### config.mk
export PLATFORM = sky130hd
export DESIGN_NAME = three_level_strict_priority_queue_flat
export DESIGN_NICKNAME = d
export VERILOG_FILES = /design/src/hw/rtl/tlspq_pkg.sv /design/src/hw/rtl/tlspq_req_if.sv /design/src/hw/rtl/tlspq_rsp_if.sv /design/src/hw/rtl/tlspq_ram.sv /design/src/hw/rtl/tlspq_ctrl.sv /design/src/hw/rtl/tlspq_dp.sv /design/src/hw/rtl/three_level_strict_priority_queue.sv /design/src/flat_wrapper.sv
export VERILOG_INCLUDE_DIRS = /design/src /design/src/hw/rtl
export SDC_FILE = /design/constraint.sdc
export NUM_CORES = 1
export LEC_CHECK = 0
export BUFFER_PORTS_ARGS = -buffer_cell sky130_fd_sc_hd__buf_2
export CORE_ASPECT_RATIO = 1.25
export CORE_UTILIZATION = 55
export DETAILED_ROUTE_END_ITERATION = 8
export PLACE_DENSITY = 0.79
export SYNTH_ARGS = -nofsm -noshare
export SYNTH_HDL_FRONTEND = slang
export SYNTH_HIERARCHICAL = 1
export SYNTH_SLANG_ARGS = --single-unit
### constraint.sdc
create_clock -name i_clk -period 7.64 [get_ports i_clk]
set_clock_uncertainty 0.2 [all_clocks]
set_input_delay 2.292 -clock i_clk [delete_from_list [all_inputs] [get_ports i_clk]]
set_output_delay 2.292 -clock i_clk [all_outputs]
set_load 0.01 [all_outputs]
### src/hw/rtl/three_level_strict_priority_queue_macros.svh
// Assertion macros for the three-level strict priority queue.
// Included by the top level; depends on nothing else.
`ifndef THREE_LEVEL_STRICT_PRIORITY_QUEUE_MACROS_SVH
`define THREE_LEVEL_STRICT_PRIORITY_QUEUE_MACROS_SVH
`ifndef SYNTHESIS
// The consequent must hold in the same cycle as the antecedent.
`define TLSPQ_ASSERT_SAME(label, clk, rst_n, ante, cons, msg) \
    label: assert property (@(posedge clk) disable iff (!(rst_n)) (ante) |-> (cons)) \
        else $error(msg);
// The consequent must hold in the cycle after the antecedent.
`define TLSPQ_ASSERT_NEXT(label, clk, rst_n, ante, cons, msg) \
    label: assert property (@(posedge clk) disable iff (!(rst_n)) (ante) |=> (cons)) \
        else $error(msg);
`else
`define TLSPQ_ASSERT_SAME(label, clk, rst_n, ante, cons, msg)
`define TLSPQ_ASSERT_NEXT(label, clk, rst_n, ante, cons, msg)
`endif
`endif

### src/hw/rtl/tlspq_pkg.sv
// Shared constants, codes and controller/datapath types of the priority queue.
// Depends on nothing; used by every RTL file but the RAM and the macros.
`default_nettype none
package tlspq_pkg;

    // Sizing of the rings.
    localparam int QUEUE_DEPTH = 16;
    localparam int TAG_W       = 16;
    localparam int PTR_W       = (QUEUE_DEPTH > 1) ? $clog2(QUEUE_DEPTH) : 1;
    localparam int CNT_W       = $clog2(QUEUE_DEPTH + 1);
    localparam int CLASS_COUNT = 3;
    localparam int IDX_W       = 2;

    // Field widths of the request and response.
    localparam int FUNC_W   = 1;
    localparam int CLS_W    = 3;
    localparam int ROOM_W   = 8;
    localparam int STATUS_W = 3;
    localparam int SCLS_W   = 2;

    // Operation codes.
    localparam logic [FUNC_W-1:0] FUNC_ENQUEUE = 1'b0;
    localparam logic [FUNC_W-1:0] FUNC_SERVE   = 1'b1;

    // Class codes of an enqueue request.
    localparam logic [CLS_W-1:0] CLS_NORMAL = 3'd1;
    localparam logic [CLS_W-1:0] CLS_URGENT = 3'd3;

    // Ring indices.
    localparam logic [IDX_W-1:0] IDX_NORMAL   = 2'd0;
    localparam logic [IDX_W-1:0] IDX_PRIORITY = 2'd1;
    localparam logic [IDX_W-1:0] IDX_URGENT   = 2'd2;

    typedef enum logic [STATUS_W-1:0] {
        ST_ENQUEUED = 3'd0,
        ST_SERVED   = 3'd1,
        ST_EMPTY    = 3'd2,
        ST_FULL     = 3'd3,
        ST_INVALID  = 3'd4
    } t_status;

    // Commands from the controller to the datapath.
    typedef struct packed {
        logic accept;     // a request is taken this cycle
        logic load_now;   // result is known now, load the output register
        logic load_read;  // load the output register from the ring read data
    } t_cmd;

    // Status from the datapath to the controller.
    typedef struct packed {
        logic serve_hit;  // a serve request would find a stored tag
    } t_sts;

endpackage
`default_nettype wire

### src/hw/rtl/tlspq_req_if.sv
// Request channel of the priority queue: valid/ready handshake and payload.
// Depends on tlspq_pkg for field widths.
`default_nettype none
interface tlspq_req_if;
    logic                           valid;
    logic                           ready;
    logic [tlspq_pkg::FUNC_W-1:0]   func;
    logic [tlspq_pkg::CLS_W-1:0]    priority_class;
    logic [tlspq_pkg::TAG_W-1:0]    record_tag;
    logic [tlspq_pkg::ROOM_W-1:0]   room_number;

    modport source (output valid, func, priority_class, record_tag, room_number,
                    input ready);
    modport sink   (input valid, func, priority_class, record_tag, room_number,
                    output ready);
endinterface
`default_nettype wire

### src/hw/rtl/tlspq_rsp_if.sv
// Response channel of the priority queue: valid/ready handshake and payload.
// Depends on tlspq_pkg for field widths.
`default_nettype none
interface tlspq_rsp_if;
    logic                            valid;
    logic                            ready;
    logic [tlspq_pkg::STATUS_W-1:0]  status;
    logic [tlspq_pkg::TAG_W-1:0]     served_tag;
    logic [tlspq_pkg::SCLS_W-1:0]    served_class;
    logic [tlspq_pkg::ROOM_W-1:0]    served_room;

    modport source (output valid, status, served_tag, served_class, served_room,
                    input ready);
    modport sink   (input valid, status, served_tag, served_class, served_room,
                    output ready);
endinterface
`default_nettype wire

### src/hw/rtl/tlspq_ram.sv
// Generic single-write, single-read RAM with registered read data.
// Depends on nothing.
`default_nettype none
module tlspq_ram #(
    parameter int WIDTH = 16,
    parameter int DEPTH = 16
) (
    input  wire logic                                   i_clk,
    input  wire logic                                   i_wr_en,
    input  wire logic [((DEPTH > 1) ? $clog2(DEPTH) : 1)-1:0] i_wr_addr,
    input  wire logic [WIDTH-1:0]                       i_wr_data,
    input  wire logic                                   i_rd_en,
    input  wire logic [((DEPTH > 1) ? $clog2(DEPTH) : 1)-1:0] i_rd_addr,
    output logic      [WIDTH-1:0]                       o_rd_data
);

    logic [WIDTH-1:0] r_mem [DEPTH];

    // Write port.
    always_ff @(posedge i_clk) begin
        if (i_wr_en) begin
            r_mem[i_wr_addr] <= i_wr_data;
        end
    end

    // Registered read port.
    always_ff @(posedge i_clk) begin
        if (i_rd_en) begin
            o_rd_data <= r_mem[i_rd_addr];
        end
    end

endmodule
`default_nettype wire

### src/hw/rtl/tlspq_ctrl.sv
// Controller of the priority queue: handshake, state machine and output valid.
// Depends on tlspq_pkg.
`default_nettype none
module tlspq_ctrl (
    input  wire logic                          i_clk,
    input  wire logic                          i_rst_n,
    input  wire logic                          i_req_valid,
    input  wire logic [tlspq_pkg::FUNC_W-1:0]  i_req_func,
    input  wire logic                          i_rsp_ready,
    input  wire tlspq_pkg::t_sts               i_sts,
    output logic                               o_req_ready,
    output logic                               o_rsp_valid,
    output tlspq_pkg::t_cmd                    o_cmd
);

    typedef enum logic [1:0] {
        S_IDLE = 2'b01,
        S_READ = 2'b10
    } t_state;

    t_state r_state, n_state;
    logic   r_out_valid, n_out_valid;
    logic   slot_free;
    logic   accept;
    logic   serve_hit;

    // The output register can take a result when it is empty or being emptied.
    assign slot_free   = !r_out_valid || i_rsp_ready;
    assign o_req_ready = (r_state == S_IDLE) && slot_free;
    assign accept      = i_req_valid && o_req_ready;
    assign serve_hit   = accept && (i_req_func == tlspq_pkg::FUNC_SERVE) && i_sts.serve_hit;

    // Commands to the datapath.
    always_comb begin
        o_cmd.accept    = accept;
        o_cmd.load_now  = accept && !serve_hit;
        o_cmd.load_read = (r_state == S_READ);
    end

    // Next state: a serve that finds a tag moves to S_READ for the ring read, then back to S_IDLE.
    always_comb begin
        n_state = r_state;
        case (r_state)
            S_IDLE: begin
                if (serve_hit) begin
                    n_state = S_READ;
                end
            end
            S_READ: begin
                n_state = S_IDLE;
            end
            default: begin
                n_state = S_IDLE;
            end
        endcase
    end

    // Output valid is set on a load and cleared when the sink takes the result.
    always_comb begin
        if (o_cmd.load_now || o_cmd.load_read) begin
            n_out_valid = 1'b1;
        end else if (i_rsp_ready) begin
            n_out_valid = 1'b0;
        end else begin
            n_out_valid = r_out_valid;
        end
    end

    always_ff @(posedge i_clk) begin
        if (!i_rst_n) begin
            r_state     <= S_IDLE;
            r_out_valid <= 1'b0;
        end else begin
            r_state     <= n_state;
            r_out_valid <= n_out_valid;
        end
    end

    assign o_rsp_valid = r_out_valid;

endmodule
`default_nettype wire

### src/hw/rtl/tlspq_dp.sv
// Datapath of the priority queue: ring pointers, counts, tag RAMs and result register.
// Depends on tlspq_pkg and tlspq_ram.
`default_nettype none
module tlspq_dp (
    input  wire logic                            i_clk,
    input  wire logic                            i_rst_n,
    input  wire tlspq_pkg::t_cmd                 i_cmd,
    input  wire logic [tlspq_pkg::FUNC_W-1:0]    i_func,
    input  wire logic [tlspq_pkg::CLS_W-1:0]     i_priority_class,
    input  wire logic [tlspq_pkg::TAG_W-1:0]     i_record_tag,
    input  wire logic [tlspq_pkg::ROOM_W-1:0]    i_room_number,
    output tlspq_pkg::t_sts                      o_sts,
    output logic      [tlspq_pkg::STATUS_W-1:0]  o_status,
    output logic      [tlspq_pkg::TAG_W-1:0]     o_served_tag,
    output logic      [tlspq_pkg::SCLS_W-1:0]    o_served_class,
    output logic      [tlspq_pkg::ROOM_W-1:0]    o_served_room
);

    localparam int PW = tlspq_pkg::PTR_W;
    localparam int CW = tlspq_pkg::CNT_W;
    localparam int IW = tlspq_pkg::IDX_W;
    localparam int NC = tlspq_pkg::CLASS_COUNT;

    logic [PW-1:0] r_head [NC];
    logic [PW-1:0] r_tail [NC];
    logic [CW-1:0] r_count [NC];

    // Held across the ring read of a serve.
    logic [IW-1:0]                  r_sel;
    logic [tlspq_pkg::ROOM_W-1:0]   r_room;

    // Result register.
    logic [tlspq_pkg::STATUS_W-1:0] r_status;
    logic [tlspq_pkg::TAG_W-1:0]    r_tag;
    logic [tlspq_pkg::SCLS_W-1:0]   r_class;
    logic [tlspq_pkg::ROOM_W-1:0]   r_room_out;

    logic          is_serve;
    logic          cls_ok;
    logic [IW-1:0] enq_idx;
    logic          enq_full;
    logic          do_enq;
    logic [IW-1:0] sel_idx;
    logic          any_held;
    logic          do_pop;
    logic [NC-1:0] wr_en;
    logic [NC-1:0] rd_en;
    logic [tlspq_pkg::TAG_W-1:0] rd_data [NC];
    logic [tlspq_pkg::STATUS_W-1:0] now_status;

    // Class code of a ring index: normal is 1, urgent is 3.
    function automatic logic [tlspq_pkg::SCLS_W-1:0] SCLS_CLASS(input logic [IW-1:0] idx);
        return tlspq_pkg::SCLS_W'(idx) + 1'b1;
    endfunction

    // Decode the enqueue class and check the ring for room.
    assign is_serve = (i_func == tlspq_pkg::FUNC_SERVE);
    assign cls_ok   = (i_priority_class >= tlspq_pkg::CLS_NORMAL)
                   && (i_priority_class <= tlspq_pkg::CLS_URGENT);
    assign enq_idx  = IW'(i_priority_class - tlspq_pkg::CLS_NORMAL);
    assign enq_full = cls_ok && (r_count[enq_idx] == CW'(tlspq_pkg::QUEUE_DEPTH));
    assign do_enq   = i_cmd.accept && !is_serve && cls_ok && !enq_full;

    // Strict priority pick: urgent, then priority, then normal.
    always_comb begin
        any_held = 1'b1;
        if (r_count[tlspq_pkg::IDX_URGENT] != '0) begin
            sel_idx = tlspq_pkg::IDX_URGENT;
        end else if (r_count[tlspq_pkg::IDX_PRIORITY] != '0) begin
            sel_idx = tlspq_pkg::IDX_PRIORITY;
        end else begin
            sel_idx  = tlspq_pkg::IDX_NORMAL;
            any_held = (r_count[tlspq_pkg::IDX_NORMAL] != '0);
        end
    end

    assign o_sts.serve_hit = any_held;
    assign do_pop          = i_cmd.accept && is_serve && any_held;

    // Pointers and counts of the three rings.
    always_ff @(posedge i_clk) begin
        if (!i_rst_n) begin
            for (int k = 0; k < NC; k++) begin
                r_head[k]  <= '0;
                r_tail[k]  <= '0;
                r_count[k] <= '0;
            end
        end else begin
            if (do_enq) begin
                r_tail[enq_idx]  <= (r_tail[enq_idx] == PW'(tlspq_pkg::QUEUE_DEPTH - 1))
                                    ? '0 : r_tail[enq_idx] + 1'b1;
                r_count[enq_idx] <= r_count[enq_idx] + 1'b1;
            end
            if (do_pop) begin
                r_head[sel_idx]  <= (r_head[sel_idx] == PW'(tlspq_pkg::QUEUE_DEPTH - 1))
                                    ? '0 : r_head[sel_idx] + 1'b1;
                r_count[sel_idx] <= r_count[sel_idx] - 1'b1;
            end
        end
    end

    // Remember which ring was read and the room to echo.
    always_ff @(posedge i_clk) begin
        if (do_pop) begin
            r_sel  <= sel_idx;
            r_room <= i_room_number;
        end
    end

    // One tag RAM per class.
    for (genvar g = 0; g < NC; g++) begin : g_ring
        assign wr_en[g] = do_enq && (enq_idx == IW'(g));
        assign rd_en[g] = do_pop && (sel_idx == IW'(g));

        tlspq_ram #(
            .WIDTH (tlspq_pkg::TAG_W),
            .DEPTH (tlspq_pkg::QUEUE_DEPTH)
        ) u_ram (
            .i_clk     (i_clk),
            .i_wr_en   (wr_en[g]),
            .i_wr_addr (r_tail[g]),
            .i_wr_data (i_record_tag),
            .i_rd_en   (rd_en[g]),
            .i_rd_addr (r_head[g]),
            .o_rd_data (rd_data[g])
        );
    end

    // Status of a result that needs no ring read.
    always_comb begin
        if (is_serve) begin
            now_status = tlspq_pkg::ST_EMPTY;
        end else if (!cls_ok) begin
            now_status = tlspq_pkg::ST_INVALID;
        end else if (enq_full) begin
            now_status = tlspq_pkg::ST_FULL;
        end else begin
            now_status = tlspq_pkg::ST_ENQUEUED;
        end
    end

    // Result register.
    always_ff @(posedge i_clk) begin
        if (i_cmd.load_now) begin
            r_status   <= now_status;
            r_tag      <= '0;
            r_class    <= '0;
            r_room_out <= '0;
        end else if (i_cmd.load_read) begin
            r_status   <= tlspq_pkg::ST_SERVED;
            r_tag      <= rd_data[r_sel];
            r_class    <= SCLS_CLASS(r_sel);
            r_room_out <= r_room;
        end
    end

    assign o_status       = r_status;
    assign o_served_tag   = r_tag;
    assign o_served_class = r_class;
    assign o_served_room  = r_room_out;

endmodule
`default_nettype wire

### src/hw/rtl/three_level_strict_priority_queue.sv
// Three-level strict priority queue: a request channel in, one response per request out.
// It uses the requests i_req (enqueue or serve) and answers on o_rsp, valid/ready each.
// The block holds three rings of QUEUE_DEPTH tags, for the normal, priority and urgent class.
// An enqueue stores the tag at the tail of its class ring, or answers full or invalid class.
// A serve pops the oldest tag of the highest class that holds one, or answers all empty.
// An enqueue, a rejected enqueue or an empty serve answers on the cycle after acceptance;
// a serve that pops a tag answers only after the S_READ state, because the tag RAM has a
// registered read.
// Throughput: one request per cycle while results are taken; after a serve that pops a tag
// the block takes no new request while the controller is in S_READ for the RAM read.
// Reset clears all pointers and counts; the tag RAMs are not cleared, as
// only written entries are ever read. No clearing pass is needed.
// When the receiver stalls, the result waits in the output register and a new request
// is taken only in the cycle that register is emptied.
// Depends on tlspq_pkg, tlspq_req_if, tlspq_rsp_if, tlspq_ctrl, tlspq_dp and the macros.
`default_nettype none
`include "three_level_strict_priority_queue_macros.svh"
module three_level_strict_priority_queue (
    input  wire logic   i_clk,
    input  wire logic   i_rst_n,
    tlspq_req_if.sink   i_req,
    tlspq_rsp_if.source o_rsp
);

    tlspq_pkg::t_cmd cmd;
    tlspq_pkg::t_sts sts;

    // Controller: handshake and sequencing.
    tlspq_ctrl u_ctrl (
        .i_clk       (i_clk),
        .i_rst_n     (i_rst_n),
        .i_req_valid (i_req.valid),
        .i_req_func  (i_req.func),
        .i_rsp_ready (o_rsp.ready),
        .i_sts       (sts),
        .o_req_ready (i_req.ready),
        .o_rsp_valid (o_rsp.valid),
        .o_cmd       (cmd)
    );

    // Datapath: rings and result register.
    tlspq_dp u_dp (
        .i_clk            (i_clk),
        .i_rst_n          (i_rst_n),
        .i_cmd            (cmd),
        .i_func           (i_req.func),
        .i_priority_class (i_req.priority_class),
        .i_record_tag     (i_req.record_tag),
        .i_room_number    (i_req.room_number),
        .o_sts            (sts),
        .o_status         (o_rsp.status),
        .o_served_tag     (o_rsp.served_tag),
        .o_served_class   (o_rsp.served_class),
        .o_served_room    (o_rsp.served_room)
    );

    // A request is never taken while a stalled result still occupies the output.
    `TLSPQ_ASSERT_SAME(a_no_overrun, i_clk, i_rst_n, cmd.accept, !o_rsp.valid || o_rsp.ready, "request taken over a stalled result")

    // A serve that pops a tag blocks the next cycle while the RAM is read.
    `TLSPQ_ASSERT_NEXT(a_pop_blocks, i_clk, i_rst_n, cmd.accept && (i_req.func == tlspq_pkg::FUNC_SERVE) && sts.serve_hit, !i_req.ready && !o_rsp.valid, "pop did not wait for ring read")

    // An enqueue always answers in the next cycle.
    `TLSPQ_ASSERT_NEXT(a_enq_answer, i_clk, i_rst_n, cmd.accept && (i_req.func == tlspq_pkg::FUNC_ENQUEUE), o_rsp.valid, "enqueue result missing")

    // A served result always names a class.
    `TLSPQ_ASSERT_SAME(a_served_class, i_clk, i_rst_n, o_rsp.valid && (o_rsp.status == tlspq_pkg::ST_SERVED), o_rsp.served_class != '0, "served result without class")

endmodule
`default_nettype wire

### src/flat_wrapper.sv
// flat-port wrapper written by rule: the top's interface ports become plain ports
module three_level_strict_priority_queue_flat 
  (i_clk, i_rst_n, i_req_valid, i_req_func, i_req_priority_class, i_req_record_tag, i_req_room_number, i_req_ready, o_rsp_valid, o_rsp_status, o_rsp_served_tag, o_rsp_served_class, o_rsp_served_room, o_rsp_ready);
  tlspq_req_if i_req_i ();
  tlspq_rsp_if o_rsp_i ();
  input  wire logic i_clk;
  input  wire logic i_rst_n;
  input wire logic [$bits(i_req_i.valid)-1:0] i_req_valid;
  input wire logic [$bits(i_req_i.func)-1:0] i_req_func;
  input wire logic [$bits(i_req_i.priority_class)-1:0] i_req_priority_class;
  input wire logic [$bits(i_req_i.record_tag)-1:0] i_req_record_tag;
  input wire logic [$bits(i_req_i.room_number)-1:0] i_req_room_number;
  output wire logic [$bits(i_req_i.ready)-1:0] i_req_ready;
  output wire logic [$bits(o_rsp_i.valid)-1:0] o_rsp_valid;
  output wire logic [$bits(o_rsp_i.status)-1:0] o_rsp_status;
  output wire logic [$bits(o_rsp_i.served_tag)-1:0] o_rsp_served_tag;
  output wire logic [$bits(o_rsp_i.served_class)-1:0] o_rsp_served_class;
  output wire logic [$bits(o_rsp_i.served_room)-1:0] o_rsp_served_room;
  input wire logic [$bits(o_rsp_i.ready)-1:0] o_rsp_ready;
  assign i_req_i.valid = i_req_valid;
  assign i_req_i.func = i_req_func;
  assign i_req_i.priority_class = i_req_priority_class;
  assign i_req_i.record_tag = i_req_record_tag;
  assign i_req_i.room_number = i_req_room_number;
  assign i_req_ready = i_req_i.ready;
  assign o_rsp_valid = o_rsp_i.valid;
  assign o_rsp_status = o_rsp_i.status;
  assign o_rsp_served_tag = o_rsp_i.served_tag;
  assign o_rsp_served_class = o_rsp_i.served_class;
  assign o_rsp_served_room = o_rsp_i.served_room;
  assign o_rsp_i.ready = o_rsp_ready;
  three_level_strict_priority_queue u_core (.i_clk(i_clk), .i_rst_n(i_rst_n), .i_req(i_req_i), .o_rsp(o_rsp_i));
endmodule
==> flow_summary_export.csv <==
group,metric,value,unit
outcome,status,"complete, no violations",
logic_synthesis,yosys_warnings,6,
routing,drt-total-wl,82400,um
clock_network,clk_latency,640,ps
setup_path,path_cells,"buf_2, inv_1, ha_1, mux4_2, inv_1, ha_1, nor2b_1, and4_1, a211oi_2, and2_1, or3b_2, nor2_1, buf_4",
die,initial_core_util,55.9,%
routing,wl_per_cell,30.0,um
grt,first_global_vias,18261,
final_layout,final_nets,1882,
setup_path,r2r_setup_slack,3520,ps
placed_design,dpl.hpwl,48400,um
clock_network,h-tree-depth,3,
grt,grt_usage,25.4,%
setup_path,arrival,6430,ps
sta,slew_viol_final,0,
clock_network,post_cts_resized,0,
logic_synthesis,synth_area,0.0354,mm^2
sta,max_slew_margin,9.54,%
clock_network,cts_buffers,80,
grt,antenna_found_initial,1,
routing,vias,18157,
die,core_area,0.0634,mm^2
die,ioPinCount,63,
grt,grt_util_met2,41.9,%
die,die_x,229,um
setup_path,crit_family,"simple AND/OR/NAND/NOR gates",
routing,antenna_left,0,
logic_synthesis,synth_nets,1765,
die,num_rows,103,
placed_design,port_buffers,62,
clock_network,post-cts-setup-buffers,0,
die,die_h,286,um
setup_path,cp_slowest_cell,"ha_1",
setup_path,start_kind,"input pin",
min_path,hp-class,"reg2reg",
grt,gr-usage-met1,34.1,%
clock_network,ctsHoldBuffers,0,
sta,post-route-period-util,82.7,%
clock_network,clock-sinks,906,
routing,first_iter_violations,2401,
sta,rsz0062_at_grt,"no",
setup_path,cp_max_fo,16,
logic_synthesis,syn_inst,1724,
logic_synthesis,netlist-cell-type-count,68,
clock_network,cts_tree,"done",
setup_path,critical_path.n_buffers_inverters,4,
setup_path,critical_path.max_stage_delay,610,ps
min_path,holdPathStages,2,
logic_synthesis,synth_seq_cells,906,
routing,drc,0,
final_layout,drive_gt1_share,23.9,%
min_path,min_from,"u_core/u_dp/o_served_tag[3]$_SDFFE_PP0P_",
power,peakVddDrop,0.178,mV
run,maxCapViolCount,0,
clock_network,clock_path_buffers,3,
min_path,hold_end,"u_core/u_dp/o_served_tag[3]$_SDFFE_PP0P_",
sta,final_hold_viol_count,0,
clock_network,path_clk_slew,60,ps
setup_path,crit-reg2reg-launch,"u_core/u_dp/r_count[1][1]$_SDFFCE_PN0P_",
setup_path,critical_path_class,"in2reg",
sta,tns,0,ps
final_layout,nFillCells,4087,
grt,use_met3,3.92,%
logic_synthesis,async_reset_ff_share,0,%
die,dieArea,0.0654,mm^2
power,power,10.1,mW
grt,grt_pass1_wl,121000,um
placed_design,gp_congestion,0.909,
setup_path,rr_endpoint,"u_core/u_dp/g_ring[1].u_ram/r_mem[3][2]$_DFFE_PP_",
logic_synthesis,ys_seq_area_share,76.0,%
sta,tightest_slew,1350,ps
power,p_leak,12.6,nW
setup_path,endpoint_kind,"flop",
sta,max_freq,158,MHz
power,powerDensity,256,mW/mm^2
routing,dr.pass1.iters,8,
logic_synthesis,avgSynthCellArea,20.6,um^2
final_layout,syn_to_final_growth,11.3,%
grt,grt_overflow_total,0,
setup_path,reg2reg_depth,10,
setup_path,crit_required,7750,ps
logic_synthesis,synth_enable_flop_cells,877,
logic_synthesis,ys.flop_type,"edfxtp_1",
clock_network,root_buffer,"clkbuf_16",
routing,avgViaCountPerCell,6.61,
sta,holdWs,299,ps
grt,grt_max_degree,66,
grt,grt_most_used_layer,"met2",
sta,setup_violations,0,
sta,period_minus_slack,6320,ps
-- tightest hold or removal path: stages (launching register included) --
cell      delay, ps
dfxtp_1         310
nor2_1           90
a211oi_1         50
-- kinds of logic after synthesis --
kind of cell | synth area share, %
and+or+nand+nor | 3.67
xor gates and xnor gates | 0.222
buffers and inverters | 1.66
adders and majority gates | 0.318
AOI/OAI and AO/OA | 4.33
muxes | 13.8
DFF | 76.0
-- Yosys cell counts, types with 4 or more instances --
| cell | number | area, um^2 |
|---|---|---|
| nor3_1 | 14 | 70.1 |
| nand3_1 | 10 | 50.1 |
| clkbuf_1 | 38 | 143 |
| edfxtp_1 | 877 | 26300 |
| buf_2 | 12 | 60.1 |
| inv_1 | 17 | 63.8 |
| nand3b_1 | 8 | 60.1 |
| a22oi_1 | 96 | 721 |
| nand2b_1 | 15 | 93.8 |
| buf_1 | 10 | 37.5 |
| and4_1 | 4 | 35.0 |
| or3b_2 | 4 | 35.0 |
| xnor2_1 | 7 | 61.3 |
| a211oi_1 | 27 | 203 |
| buf_6 | 15 | 169 |
| dfxtp_1 | 29 | 581 |
| mux2i_1 | 26 | 260 |
| buf_4 | 11 | 82.6 |
| nand2_1 | 61 | 229 |
| and2_1 | 9 | 56.3 |
| a2bb2oi_2 | 4 | 60.1 |
| a31o_2 | 4 | 35.0 |
| a21oi_1 | 31 | 155 |
| mux4_2 | 170 | 3830 |
| nor2b_1 | 9 | 56.3 |
| ha_1 | 9 | 113 |
| nor2_1 | 113 | 424 |
| mux4_1 | 31 | 815 |
| o21ai_0 | 9 | 45.0 |
| a31oi_1 | 5 | 31.3 |
-- power breakdown --
group          internal [mW]  switching, mW  leakage (nW)  total, mW
logic                  0.177          0.340          3.16      0.517
clock network           2.26           1.80          1.27       4.05
registers               5.49         0.0373          8.18       5.52
total                   7.92           2.18          12.6       10.1
-- state kept, by name (all words and copies together), names as in the netlist, 8 cells and up --
| register | cells |
|---|---|
| u_core/u_dp/r_tail | 16 |
| u_core/u_dp/r_count | 20 |
| u_core/u_dp/o_served_tag | 16 |
| u_core/u_dp/r_room | 8 |
| u_core/u_dp/g_ring.u_ram/o_rd_data | 48 |
| u_core/u_dp/r_head | 12 |
| u_core/u_dp/o_served_room | 8 |
| u_core/u_dp/g_ring.u_ram/r_mem | 768 |
-- through the flow --
| step | cells | cell area, um^2 | utilization [%] | setup WS, ps |
|---|---|---|---|---|
| 4_1_cts | 2744 | 39400 | 62.2 | 1430 |
| 6_report | 2747 | 39400 | 62.2 | 1320 |
| 5_1_grt | 2744 | 39400 | 62.2 | 1090 |
| 2_1_floorplan | 1724 | 35400 | - | 844 |
| 3_3_place_gp | 2599 | 36800 | 58.0 | 1010 |
| 3_5_place_dp | 2599 | 36800 | 58.0 | 855 |
-- layer usage --
metal  up-vias  wire, um
met3       200      7360
met1      9357     30400
li1       7389         -
met4         2      3520
met5         -        20
met2      1209     41100
-- worst max-delay path by stage --
stage	slack, ps	cells past startpoint	end	from
floorplan	840	13	u_core/u_dp/g_ring[0].u_ram/r_mem[0][0]$_DFFE_PP_	i_req_priority_class[0]
global route	1090	13	u_core/u_dp/g_ring[0].u_ram/r_mem[5][8]$_DFFE_PP_	i_req_priority_class[0]
detailed placement	860	13	u_core/u_dp/g_ring[0].u_ram/r_mem[5][6]$_DFFE_PP_	i_req_priority_class[0]
global placement	1010	13	u_core/u_dp/g_ring[0].u_ram/r_mem[2][13]$_DFFE_PP_	i_req_priority_class[0]
CTS	1430	13	u_core/u_dp/g_ring[1].u_ram/r_mem[3][14]$_DFFE_PP_	i_req_priority_class[0]
finish	1320	13	u_core/u_dp/g_ring[1].u_ram/r_mem[3][2]$_DFFE_PP_	i_req_priority_class[0]
-- placed cells by master (no fill, tap or decap), types with 7 or more instances in the layout --
cell type and instances:
clkinv_2 12, mux4_2 170, nand3b_1 8, xnor2_1 7, edfxtp_1 877, nand2b_1 15, buf_2 62, mux4_1 31
nor3_2 14, a21oi_1 31, dfxtp_1 29, clkbuf_1 11, inv_1 17, bufinv_16 9, o21ai_0 9, buf_4 61
clkinv_1 19, a211oi_1 27, nor2b_1 9, clkbuf_16 80, nand3_1 10, a22oi_1 96, nor2_1 112, and2_1 9
mux2i_1 26, ha_1 9, nand2_1 61
-- cell type report --
class | instances | area, um^2 | share of cell area, %
multi-input cells | 712 | 8000 | 20.3
flip-flops and latches | 906 | 26900 | 68.2
inverters | 18 | 70.1 | 0.178
clock buffers | 91 | 2040 | 5.18
well taps | 840 | 1050 | 2.66
clock inverters | 54 | 583 | 1.48
diodes | 3 | 7.51 | 0.0190
repair buffers | 123 | 768 | 1.95
Power figures use the tool's default switching activity.
